### src/hw/rtl/flrw_pkg.sv
// Package with the shared types and constants of the framed link receiver.
package flrw_pkg;

    localparam int PAYLOAD_BYTES_DEF = 28;
    localparam int APB_AW = 5;
    localparam logic [19:0] SILENCE_MAX = 20'hFFFFF;

    localparam logic [2:0] REG_START_BYTE   = 3'd0;
    localparam logic [2:0] REG_RESET_BYTE   = 3'd1;
    localparam logic [2:0] REG_ACK_REPLY    = 3'd2;
    localparam logic [2:0] REG_NACK_REPLY   = 3'd3;
    localparam logic [2:0] REG_TIMEOUT      = 3'd4;

    localparam logic [7:0]  START_BYTE_RST = 8'd2;
    localparam logic [7:0]  RESET_BYTE_RST = 8'd187;
    localparam logic [7:0]  ACK_REPLY_RST  = 8'd6;
    localparam logic [7:0]  NACK_REPLY_RST = 8'd21;
    localparam logic [19:0] TIMEOUT_RST    = 20'd500;

    localparam logic OP_BYTE = 1'b0;
    localparam logic OP_TICK = 1'b1;

    localparam logic [1:0] EV_PAYLOAD = 2'd0;
    localparam logic [1:0] EV_NACK    = 2'd1;
    localparam logic [1:0] EV_RESET   = 2'd2;
    localparam logic [1:0] EV_STOP    = 2'd3;

    typedef enum logic [1:0] {
        PH_START = 2'd0,
        PH_LEN   = 2'd1,
        PH_BODY  = 2'd2
    } phase_t;

    typedef struct packed {
        logic       op;
        logic [7:0] rx_byte;
    } flrw_in_t;

    typedef struct packed {
        logic [1:0] event_res;
        logic [7:0] payload_byte;
        logic [5:0] byte_index;
        logic       last;
        logic       reply_valid;
        logic [7:0] reply_byte;
    } flrw_out_t;

    typedef struct packed {
        logic [7:0]  start_byte;
        logic [7:0]  reset_frame_byte;
        logic [7:0]  ack_reply;
        logic [7:0]  nack_reply;
        logic [19:0] timeout_ticks;
    } cfg_t;

    typedef struct packed {
        logic accept;
        logic burst_load;
        logic burst_inc;
    } cmd_t;

    typedef struct packed {
        logic burst_start;
        logic burst_last;
        logic slot_free;
    } sts_t;

endpackage

### src/hw/rtl/flrw_dp.sv
// Datapath: frame parser, frame store, silence watchdog and output register.
module flrw_dp
    import flrw_pkg::*;
#(
    parameter int PAYLOAD_BYTES = PAYLOAD_BYTES_DEF
)
(
    input  logic      clk,
    input  logic      rst_n,
    input  cfg_t      cfg,
    input  cmd_t      cmd,
    output sts_t      sts,
    input  flrw_in_t  in_data,
    output logic      out_valid,
    input  logic      out_stall,
    output flrw_out_t out_data
);

    localparam int AW = $clog2(PAYLOAD_BYTES);
    localparam logic [5:0] P6 = 6'(PAYLOAD_BYTES);
    localparam logic [AW-1:0] LAST_IDX = AW'(PAYLOAD_BYTES - 1);

    phase_t          phase_reg, phase_next;
    logic            kind_reg, kind_next;
    logic [5:0]      fill_reg, fill_next;
    logic [19:0]     silence_reg, silence_next;
    logic            stop_reg, stop_next;
    logic [AW-1:0]   cnt_reg, cnt_next;
    logic [7:0]      rd_data_reg;
    logic            out_valid_reg, out_valid_next;
    flrw_out_t       out_data_reg, out_data_next;
    logic [7:0]      mem [PAYLOAD_BYTES];

    logic            wr_en;
    logic            single_load;
    flrw_out_t       single_res;
    logic            burst_start;
    logic [19:0]     sil_inc;
    logic [5:0]      fill_inc;
    logic [5:0]      need;

    always_comb
    begin
        phase_next   = phase_reg;
        kind_next    = kind_reg;
        fill_next    = fill_reg;
        silence_next = silence_reg;
        stop_next    = stop_reg;
        single_load  = 1'b0;
        single_res   = '0;
        burst_start  = 1'b0;
        wr_en        = 1'b0;
        sil_inc      = (silence_reg != SILENCE_MAX) ? silence_reg + 20'd1 : silence_reg;
        fill_inc     = fill_reg + 6'd1;
        need         = kind_reg ? 6'd1 : P6;
        if (cmd.accept)
        begin
            if (in_data.op == OP_TICK)
            begin
                silence_next = sil_inc;
                if ((sil_inc > cfg.timeout_ticks) && !stop_reg)
                begin
                    stop_next            = 1'b1;
                    single_load          = 1'b1;
                    single_res.event_res = EV_STOP;
                    single_res.last      = 1'b1;
                end
            end
            else
            begin
                case (phase_reg)
                    PH_LEN:
                    begin
                        if (!kind_reg)
                        begin
                            if (in_data.rx_byte == 8'(PAYLOAD_BYTES))
                            begin
                                fill_next  = 6'd0;
                                phase_next = PH_BODY;
                            end
                            else
                            begin
                                single_load            = 1'b1;
                                single_res.event_res   = EV_NACK;
                                single_res.last        = 1'b1;
                                single_res.reply_valid = 1'b1;
                                single_res.reply_byte  = cfg.nack_reply;
                                phase_next             = PH_START;
                            end
                        end
                        else if (in_data.rx_byte == 8'd1)
                        begin
                            fill_next  = 6'd0;
                            phase_next = PH_BODY;
                        end
                        else
                        begin
                            phase_next = PH_START;
                        end
                    end
                    PH_BODY:
                    begin
                        wr_en     = (fill_reg < P6);
                        fill_next = fill_inc;
                        if (fill_inc >= need)
                        begin
                            if (!kind_reg)
                            begin
                                burst_start  = 1'b1;
                                silence_next = 20'd0;
                                stop_next    = 1'b0;
                            end
                            else
                            begin
                                single_load             = 1'b1;
                                single_res.event_res    = EV_RESET;
                                single_res.payload_byte = in_data.rx_byte;
                                single_res.last         = 1'b1;
                            end
                            phase_next = PH_START;
                        end
                    end
                    default:
                    begin
                        if (in_data.rx_byte == cfg.start_byte)
                        begin
                            kind_next  = 1'b0;
                            phase_next = PH_LEN;
                        end
                        else if (in_data.rx_byte == cfg.reset_frame_byte)
                        begin
                            kind_next  = 1'b1;
                            phase_next = PH_LEN;
                        end
                        else
                        begin
                            phase_next = PH_START;
                        end
                    end
                endcase
            end
        end
    end

    always_comb
    begin
        cnt_next = cnt_reg;
        if (burst_start)
        begin
            cnt_next = '0;
        end
        else if (cmd.burst_inc)
        begin
            cnt_next = cnt_reg + AW'(1);
        end
    end

    assign sts.burst_start = burst_start;
    assign sts.burst_last  = (cnt_reg == LAST_IDX);
    assign sts.slot_free   = !out_valid_reg || !out_stall;

    always_comb
    begin
        out_valid_next = out_valid_reg;
        out_data_next  = out_data_reg;
        if (single_load)
        begin
            out_valid_next = 1'b1;
            out_data_next  = single_res;
        end
        else if (cmd.burst_load)
        begin
            out_valid_next             = 1'b1;
            out_data_next.event_res    = EV_PAYLOAD;
            out_data_next.payload_byte = rd_data_reg;
            out_data_next.byte_index   = 6'(cnt_reg);
            out_data_next.last         = sts.burst_last;
            out_data_next.reply_valid  = sts.burst_last;
            out_data_next.reply_byte   = sts.burst_last ? cfg.ack_reply : 8'd0;
        end
        else if (out_valid_reg && !out_stall)
        begin
            out_valid_next = 1'b0;
        end
    end

    always_ff @(posedge clk)
    begin
        if (wr_en)
        begin
            mem[fill_reg[AW-1:0]] <= in_data.rx_byte;
        end
        rd_data_reg  <= mem[cnt_reg];
        out_data_reg <= out_data_next;
    end

    always_ff @(posedge clk or negedge rst_n)
    begin
        if (!rst_n)
        begin
            phase_reg     <= PH_START;
            kind_reg      <= 1'b0;
            fill_reg      <= 6'd0;
            silence_reg   <= 20'd0;
            stop_reg      <= 1'b0;
            cnt_reg       <= '0;
            out_valid_reg <= 1'b0;
        end
        else
        begin
            phase_reg     <= phase_next;
            kind_reg      <= kind_next;
            fill_reg      <= fill_next;
            silence_reg   <= silence_next;
            stop_reg      <= stop_next;
            cnt_reg       <= cnt_next;
            out_valid_reg <= out_valid_next;
        end
    end

    assign out_valid = out_valid_reg;
    assign out_data  = out_data_reg;

endmodule

### src/hw/rtl/flrw_ctrl.sv
// Controller: input acceptance and sequencing of the payload burst.
module flrw_ctrl
    import flrw_pkg::*;
(
    input  logic clk,
    input  logic rst_n,
    input  logic in_valid,
    output logic in_stall,
    input  sts_t sts,
    output cmd_t cmd
);

    typedef enum logic [2:0] {
        ST_IDLE = 3'b001,
        ST_READ = 3'b010,
        ST_LOAD = 3'b100
    } state_t;

    state_t state_reg, state_next;
    logic   in_ready;

    assign in_ready = (state_reg == ST_IDLE) && sts.slot_free;
    assign in_stall = !in_ready;

    always_comb
    begin
        state_next     = state_reg;
        cmd.accept     = 1'b0;
        cmd.burst_load = 1'b0;
        cmd.burst_inc  = 1'b0;
        case (state_reg)
            ST_IDLE:
            begin
                cmd.accept = in_valid && in_ready;
                if (cmd.accept && sts.burst_start)
                begin
                    state_next = ST_READ;
                end
            end
            ST_READ:
            begin
                state_next = ST_LOAD;
            end
            ST_LOAD:
            begin
                if (sts.slot_free)
                begin
                    cmd.burst_load = 1'b1;
                    if (sts.burst_last)
                    begin
                        state_next = ST_IDLE;
                    end
                    else
                    begin
                        cmd.burst_inc = 1'b1;
                        state_next    = ST_READ;
                    end
                end
            end
            default:
            begin
                state_next = ST_IDLE;
            end
        endcase
    end

    always_ff @(posedge clk or negedge rst_n)
    begin
        if (!rst_n)
        begin
            state_reg <= ST_IDLE;
        end
        else
        begin
            state_reg <= state_next;
        end
    end

endmodule

### src/hw/rtl/framed_link_receiver_with_watchdog.sv
// Top level of the framed link receiver: register file, controller and datapath.
//
// The input channel carries one beat per received link byte or elapsed tick
// (in_valid, in_stall, in_data). The output channel carries one beat per
// result (out_valid, out_stall, out_data). Registers must be written over the
// APB port only while the block is idle; the block itself does not enforce it.
// A stop, nack or reset result appears in the output register in the cycle
// after the byte or tick that causes it is taken. A byte that completes a
// normal frame starts a burst of PAYLOAD_BYTES results, each read through
// the registered read port of the frame store (ST_READ, then ST_LOAD); no new
// input beat is taken until the burst has ended.
// Reset restores the register defaults, puts the parser back to hunting for
// an opening byte and clears the silence count and the stop flag. The frame
// store is not cleared. While the receiver stalls, the result waiting in the
// output register holds, and no new input beat is taken.
module framed_link_receiver_with_watchdog
    import flrw_pkg::*;
#(
    parameter int PAYLOAD_BYTES = PAYLOAD_BYTES_DEF
)
(
    input  logic              clk,
    input  logic              rst_n,
    input  logic              in_valid,
    output logic              in_stall,
    input  flrw_in_t          in_data,
    output logic              out_valid,
    input  logic              out_stall,
    output flrw_out_t         out_data,
    input  logic              psel,
    input  logic              penable,
    input  logic              pwrite,
    input  logic [APB_AW-1:0] paddr,
    input  logic [31:0]       pwdata,
    output logic [31:0]       prdata,
    output logic              pready
);

    cfg_t       cfg_reg, cfg_next;
    cmd_t       cmd;
    sts_t       sts;
    logic       wr;
    logic [2:0] reg_idx;

    assign pready  = 1'b1;
    assign reg_idx = paddr[APB_AW-1:2];
    assign wr      = psel && penable && pwrite && pready;

    always_comb
    begin
        cfg_next = cfg_reg;
        if (wr)
        begin
            case (reg_idx)
                REG_START_BYTE: cfg_next.start_byte       = pwdata[7:0];
                REG_RESET_BYTE: cfg_next.reset_frame_byte = pwdata[7:0];
                REG_ACK_REPLY:  cfg_next.ack_reply        = pwdata[7:0];
                REG_NACK_REPLY: cfg_next.nack_reply       = pwdata[7:0];
                REG_TIMEOUT:    cfg_next.timeout_ticks    = pwdata[19:0];
                default:        cfg_next                  = cfg_reg;
            endcase
        end
    end

    always_comb
    begin
        case (reg_idx)
            REG_START_BYTE: prdata = 32'(cfg_reg.start_byte);
            REG_RESET_BYTE: prdata = 32'(cfg_reg.reset_frame_byte);
            REG_ACK_REPLY:  prdata = 32'(cfg_reg.ack_reply);
            REG_NACK_REPLY: prdata = 32'(cfg_reg.nack_reply);
            REG_TIMEOUT:    prdata = 32'(cfg_reg.timeout_ticks);
            default:        prdata = 32'd0;
        endcase
    end

    always_ff @(posedge clk or negedge rst_n)
    begin
        if (!rst_n)
        begin
            cfg_reg.start_byte       <= START_BYTE_RST;
            cfg_reg.reset_frame_byte <= RESET_BYTE_RST;
            cfg_reg.ack_reply        <= ACK_REPLY_RST;
            cfg_reg.nack_reply       <= NACK_REPLY_RST;
            cfg_reg.timeout_ticks    <= TIMEOUT_RST;
        end
        else
        begin
            cfg_reg <= cfg_next;
        end
    end

    flrw_ctrl u_ctrl (
        .clk      (clk),
        .rst_n    (rst_n),
        .in_valid (in_valid),
        .in_stall (in_stall),
        .sts      (sts),
        .cmd      (cmd)
    );

    flrw_dp #(
        .PAYLOAD_BYTES (PAYLOAD_BYTES)
    ) u_dp (
        .clk       (clk),
        .rst_n     (rst_n),
        .cfg       (cfg_reg),
        .cmd       (cmd),
        .sts       (sts),
        .in_data   (in_data),
        .out_valid (out_valid),
        .out_stall (out_stall),
        .out_data  (out_data)
    );

endmodule

### config.mk
export PLATFORM = sky130hd
export DESIGN_NAME = framed_link_receiver_with_watchdog
export DESIGN_NICKNAME = d
export VERILOG_FILES = /design/src/hw/rtl/flrw_pkg.sv /design/src/hw/rtl/flrw_dp.sv /design/src/hw/rtl/flrw_ctrl.sv /design/src/hw/rtl/framed_link_receiver_with_watchdog.sv
export SDC_FILE = /design/constraint.sdc
export NUM_CORES = 1
export LEC_CHECK = 0
export BUFFER_PORTS_ARGS = -buffer_cell sky130_fd_sc_hd__buf_2
export CAP_MARGIN = 5
export CORE_ASPECT_RATIO = 1.25
export CORE_UTILIZATION = 55
export CTS_CLUSTER_DIAMETER = 80
export CTS_CLUSTER_SIZE = 30
export DETAILED_ROUTE_END_ITERATION = 10
export PLACE_DENSITY = 0.74
export SYNTH_ARGS = -nofsm -noshare
export SYNTH_HDL_FRONTEND = slang
export SYNTH_SLANG_ARGS = --single-unit
### constraint.sdc
create_clock -name clk -period 4.3 [get_ports clk]
set_clock_uncertainty 0.15 [all_clocks]
set_input_delay 0.43 -clock clk [delete_from_list [all_inputs] [get_ports clk]]
set_output_delay 0.43 -clock clk [all_outputs]
set_load 0.02 [all_outputs]
==> flow_metrics.py <==
metrics = {
    "floorplanning": {
        "die-height_um": 191,
        "die_x_um": 153,
        "std_cell_rows": 68,
        "initial_utilization_pct": 56.3,
        "core_um2": 27800,
        "io_pins": 114,
        "die-area_um2": 29200,
    },
    "sta": {
        "period_needed_ns": 4.06,
        "period_share_pct": 94.4,
        "max_freq_mhz": 246,
        "fin_setup_tns_ns": 0,
        "tightestPinTransition_ns": 1.14,
        "report.final.slew_viol_count": 0,
        "whs_ns": 0.0135,
        "setup_viol": 0,
        "rsz0062_at_grt": "false",
        "slew_headroom_pct": 23.3,
        "hold_violations": 0,
    },
    "synthesis": {
        "yosysTopAreaCell": "edfxtp_1",
        "yosysSeqAreaShare_pct": 63.1,
        "yosysUniqueCellTypes": 68,
        "yosys_warnings": 0,
        "yosys-top-cells-area": "edfxtp_1 47%, dfrtp_1 11%, mux4_2 5.9%",
        "synth_edf_count": 244,
        "synthArstFlopShare_pct": 26.1,
        "synth.avg_cell_area_um2": 14.9,
        "ys_seq_elements": 348,
        "synthesis.area_um2": 15700,
        "synth_ff_type": "edfxtp_1",
        "netlist_instances": 1051,
        "synth_top_area_share_pct": 46.8,
    },
    "route": {
        "wl_um": 34100,
        "drtIter0Drc": 644,
        "dr_total_vias": 9121,
        "ant_nets": 0,
        "via_per_inst": 6.09,
        "firstDrtPassIters": 5,
        "post-route-drc-count": 0,
        "post_drt_wl_per_cell_um": 22.8,
    },
    "cts": {
        "numCtsBuffers": 16,
        "clk_pin_slew_ns": 0.12,
        "cts-root-buf": "clkbuf_16",
        "postCtsSetupBuffers": 0,
        "cts_num_sinks": 348,
        "clk-insertion-delay-late_ns": 0.52,
        "cts_tree": "yes",
        "cts_buffer_depth": 3,
        "htreeDepth": 1,
    },
    "worst_setup_path": {
        "critPathMaxFanout": 9,
        "arrival_ns": 4.14,
        "crit_chain": "nand3_1 > nor3_1 > nand2_1 > nor2_1 > mux2_2 > ha_1 > nand4_1 > nor3_1 > and3_1 > o21a_1 > o211ai_1 > buf_4 > nand2_1 > buf_4",
        "cp-end-kind": "flip-flop",
        "r2r_setup_slack_ns": 0.24,
        "path_class": "reg2reg",
        "cp.depth": 14,
        "required_ns": 4.38,
        "cpMaxStageDelayCell": "dfrtp_1",
        "r2r_start": "u_dp.silence_reg[4]",
        "r2r_cells": 14,
        "cp_top_family": "simple AND/OR/NAND/NOR gates",
        "crit_start": "u_dp.silence_reg[4]",
        "regToRegEndpoint": "u_dp.out_data[17]",
        "cp_num_buf_inv": 2,
        "startpoint_type": "flip-flop",
        "slowest_delay_ns": 0.50,
    },
    "layout": {
        "largest_register_ffs": 224,
        "multi_input_area_um2": 5340,
        "fin_util_pct": 61.2,
        "fillCellCount": 2087,
        "nNetsFinal": 1221,
        "areaGrowthSynthToFinish_pct": 8.71,
        "regArea_um2": 9890,
        "drive_gt1_share_pct": 21.6,
    },
    "power": {
        "power_density_nw_per_um2": 384,
        "irDropWorstVdd_mv": 0.337,
        "power_leakage_nw": 6.40,
        "fin_total_pwr_mw": 6.54,
    },
    "place": {
        "gp_congestion": 0.830,
        "dp_hpwl_um": 22300,
        "portBuffers": 85,
    },
    "global_route": {
        "grt_pass1_vias": 8934,
        "grt_pass1_wl_um": 51700,
        "track_usage_pct": 23.7,
        "grt_max_degree": 58,
        "antenna_found_initial": 0,
        "overflow": 0,
    },
    "worst_hold_path": {
        "hp-start": "pwdata[7]",
        "hold_depth": 3,
        "hold_path.class": "in2reg",
        "hold_end": "cfg_reg[7]",
    },
    "run_status": {
        "status": "finished clean",
    },
    "job": {
        "drv_cap": 0,
    },
}
[logic make-up (layout without fill, tap and decap cells)]
logic type,count (synthesis),in the layout,share of synthesized area (%)
buffers and inverters,96,179,3.15
and+or+nand+nor,259,259,8.47
xor gates and xnor gates,37,37,2.07
AOI/OAI and AO/OA,138,138,5.71
muxes,139,139,14.9
other,2,15,0.0479
DFF,348,348,63.1
adders and majority gates,32,32,2.56
[layout by cell type (no fill, tap or decap), drive strengths merged, types with 15 or more instances in the layout]
cell type / n
edfxtp: 244
buf: 105
nand2: 78
dfrtp: 72
mux4: 64
nor2: 58
o21ai: 47
mux2: 43
inv: 35
mux2i: 32
ha: 32
xnor2: 28
a21oi: 27
and3: 26
clkbuf: 25
a22o: 24
dfstp: 19
nand3: 18
nand4: 15
[area by class of cell]
class | count | area share (%)
multi-input cells | 619 | 31.4
clock inverters | 3 | 0.235
flip-flops and latches | 348 | 58.1
diodes | 1 | 0.0147
well taps | 350 | 2.57
clock buffers | 25 | 2.81
inverters | 32 | 0.705
repair buffers | 119 | 4.22
[synthesized netlist by cell type, types with 10 or more instances]
cell,count
o21ai_0,47
edfxtp_1,244
mux2_2,43
dfrtp_1,72
ha_1,32
a22o_1,24
dfxtp_1,13
and3_1,26
inv_1,32
buf_2,10
mux4_1,23
a21oi_1,27
buf_4,16
nand3_1,18
nor2_1,58
nand4_1,15
mux4_2,41
nand2_1,77
mux2i_1,32
xnor2_1,28
clkbuf_1,27
dfstp_2,19
nor3_1,13
[worst reg2reg max path: stages (launching register included)]
cell and delay (ns):
dfrtp_1 0.50, nand3_1 0.29, nor3_1 0.38, nand2_1 0.20, nor2_1 0.14, mux2_2 0.36, ha_1 0.33, nand4_1 0.12
nor3_1 0.24, and3_1 0.29, o21a_1 0.17, o211ai_1 0.11, buf_4 0.18, nand2_1 0.09, buf_4 0.22
[power breakdown]
group / internal, mW / total (mW) / switching [mW]
clock network: 0.805 / 1.85 / 1.04
logic: 0.313 / 0.744 / 0.431
registers: 3.76 / 3.95 / 0.186
[repair_timing]
| item | in CTS | in global routing |
|---|---|---|
| hold buffers | 14 | 0 |
| endpoints found under the hold margin | 48 | 0 |
| gates resized for setup | 0 | 1 |
| setup endpoints to repair | 0 | 22 |
[stage by stage]
| stage | instances | worst slack (ns) | instance area [um2] |
|---|---|---|---|
| after floorplan | 1063 | 0.693 | 15700 |
| after global placement | 1454 | 0.454 | 16400 |
| after detailed placement | 1454 | 0.337 | 16400 |
| after CTS | 1496 | 0.290 | 17000 |
| after global routing | 1496 | 0.0164 | 17000 |
| final | 1497 | 0.242 | 17000 |
[how the worst max path moves through the flow]
| stage | slack (ns) | to |
|---|---|---|
| 3_5_place_dp | 0.34 | u_dp.out_data[17] |
| 3_3_place_gp | 0.45 | u_dp.out_data[9] |
| 4_1_cts | 0.29 | u_dp.out_data[7] |
| 6_report | 0.24 | u_dp.out_data[17] |
| 2_1_floorplan | 0.69 | u_dp.out_data[0] |
| 5_1_grt | 0.02 | u_dp.out_data[12] |
[layer usage]
layer / global-route usage (%) / share of wire, % / vias to the layer above
li1: - / - / 4160
met1: 29.7 / 39 / 4628
met2: 42.3 / 53 / 284
met5: 0 / 0 / -
met4: 7.65 / 2.9 / 0
met3: 3.50 / 5.5 / 49
No activity file was read; power rests on OpenSTA's default activity.
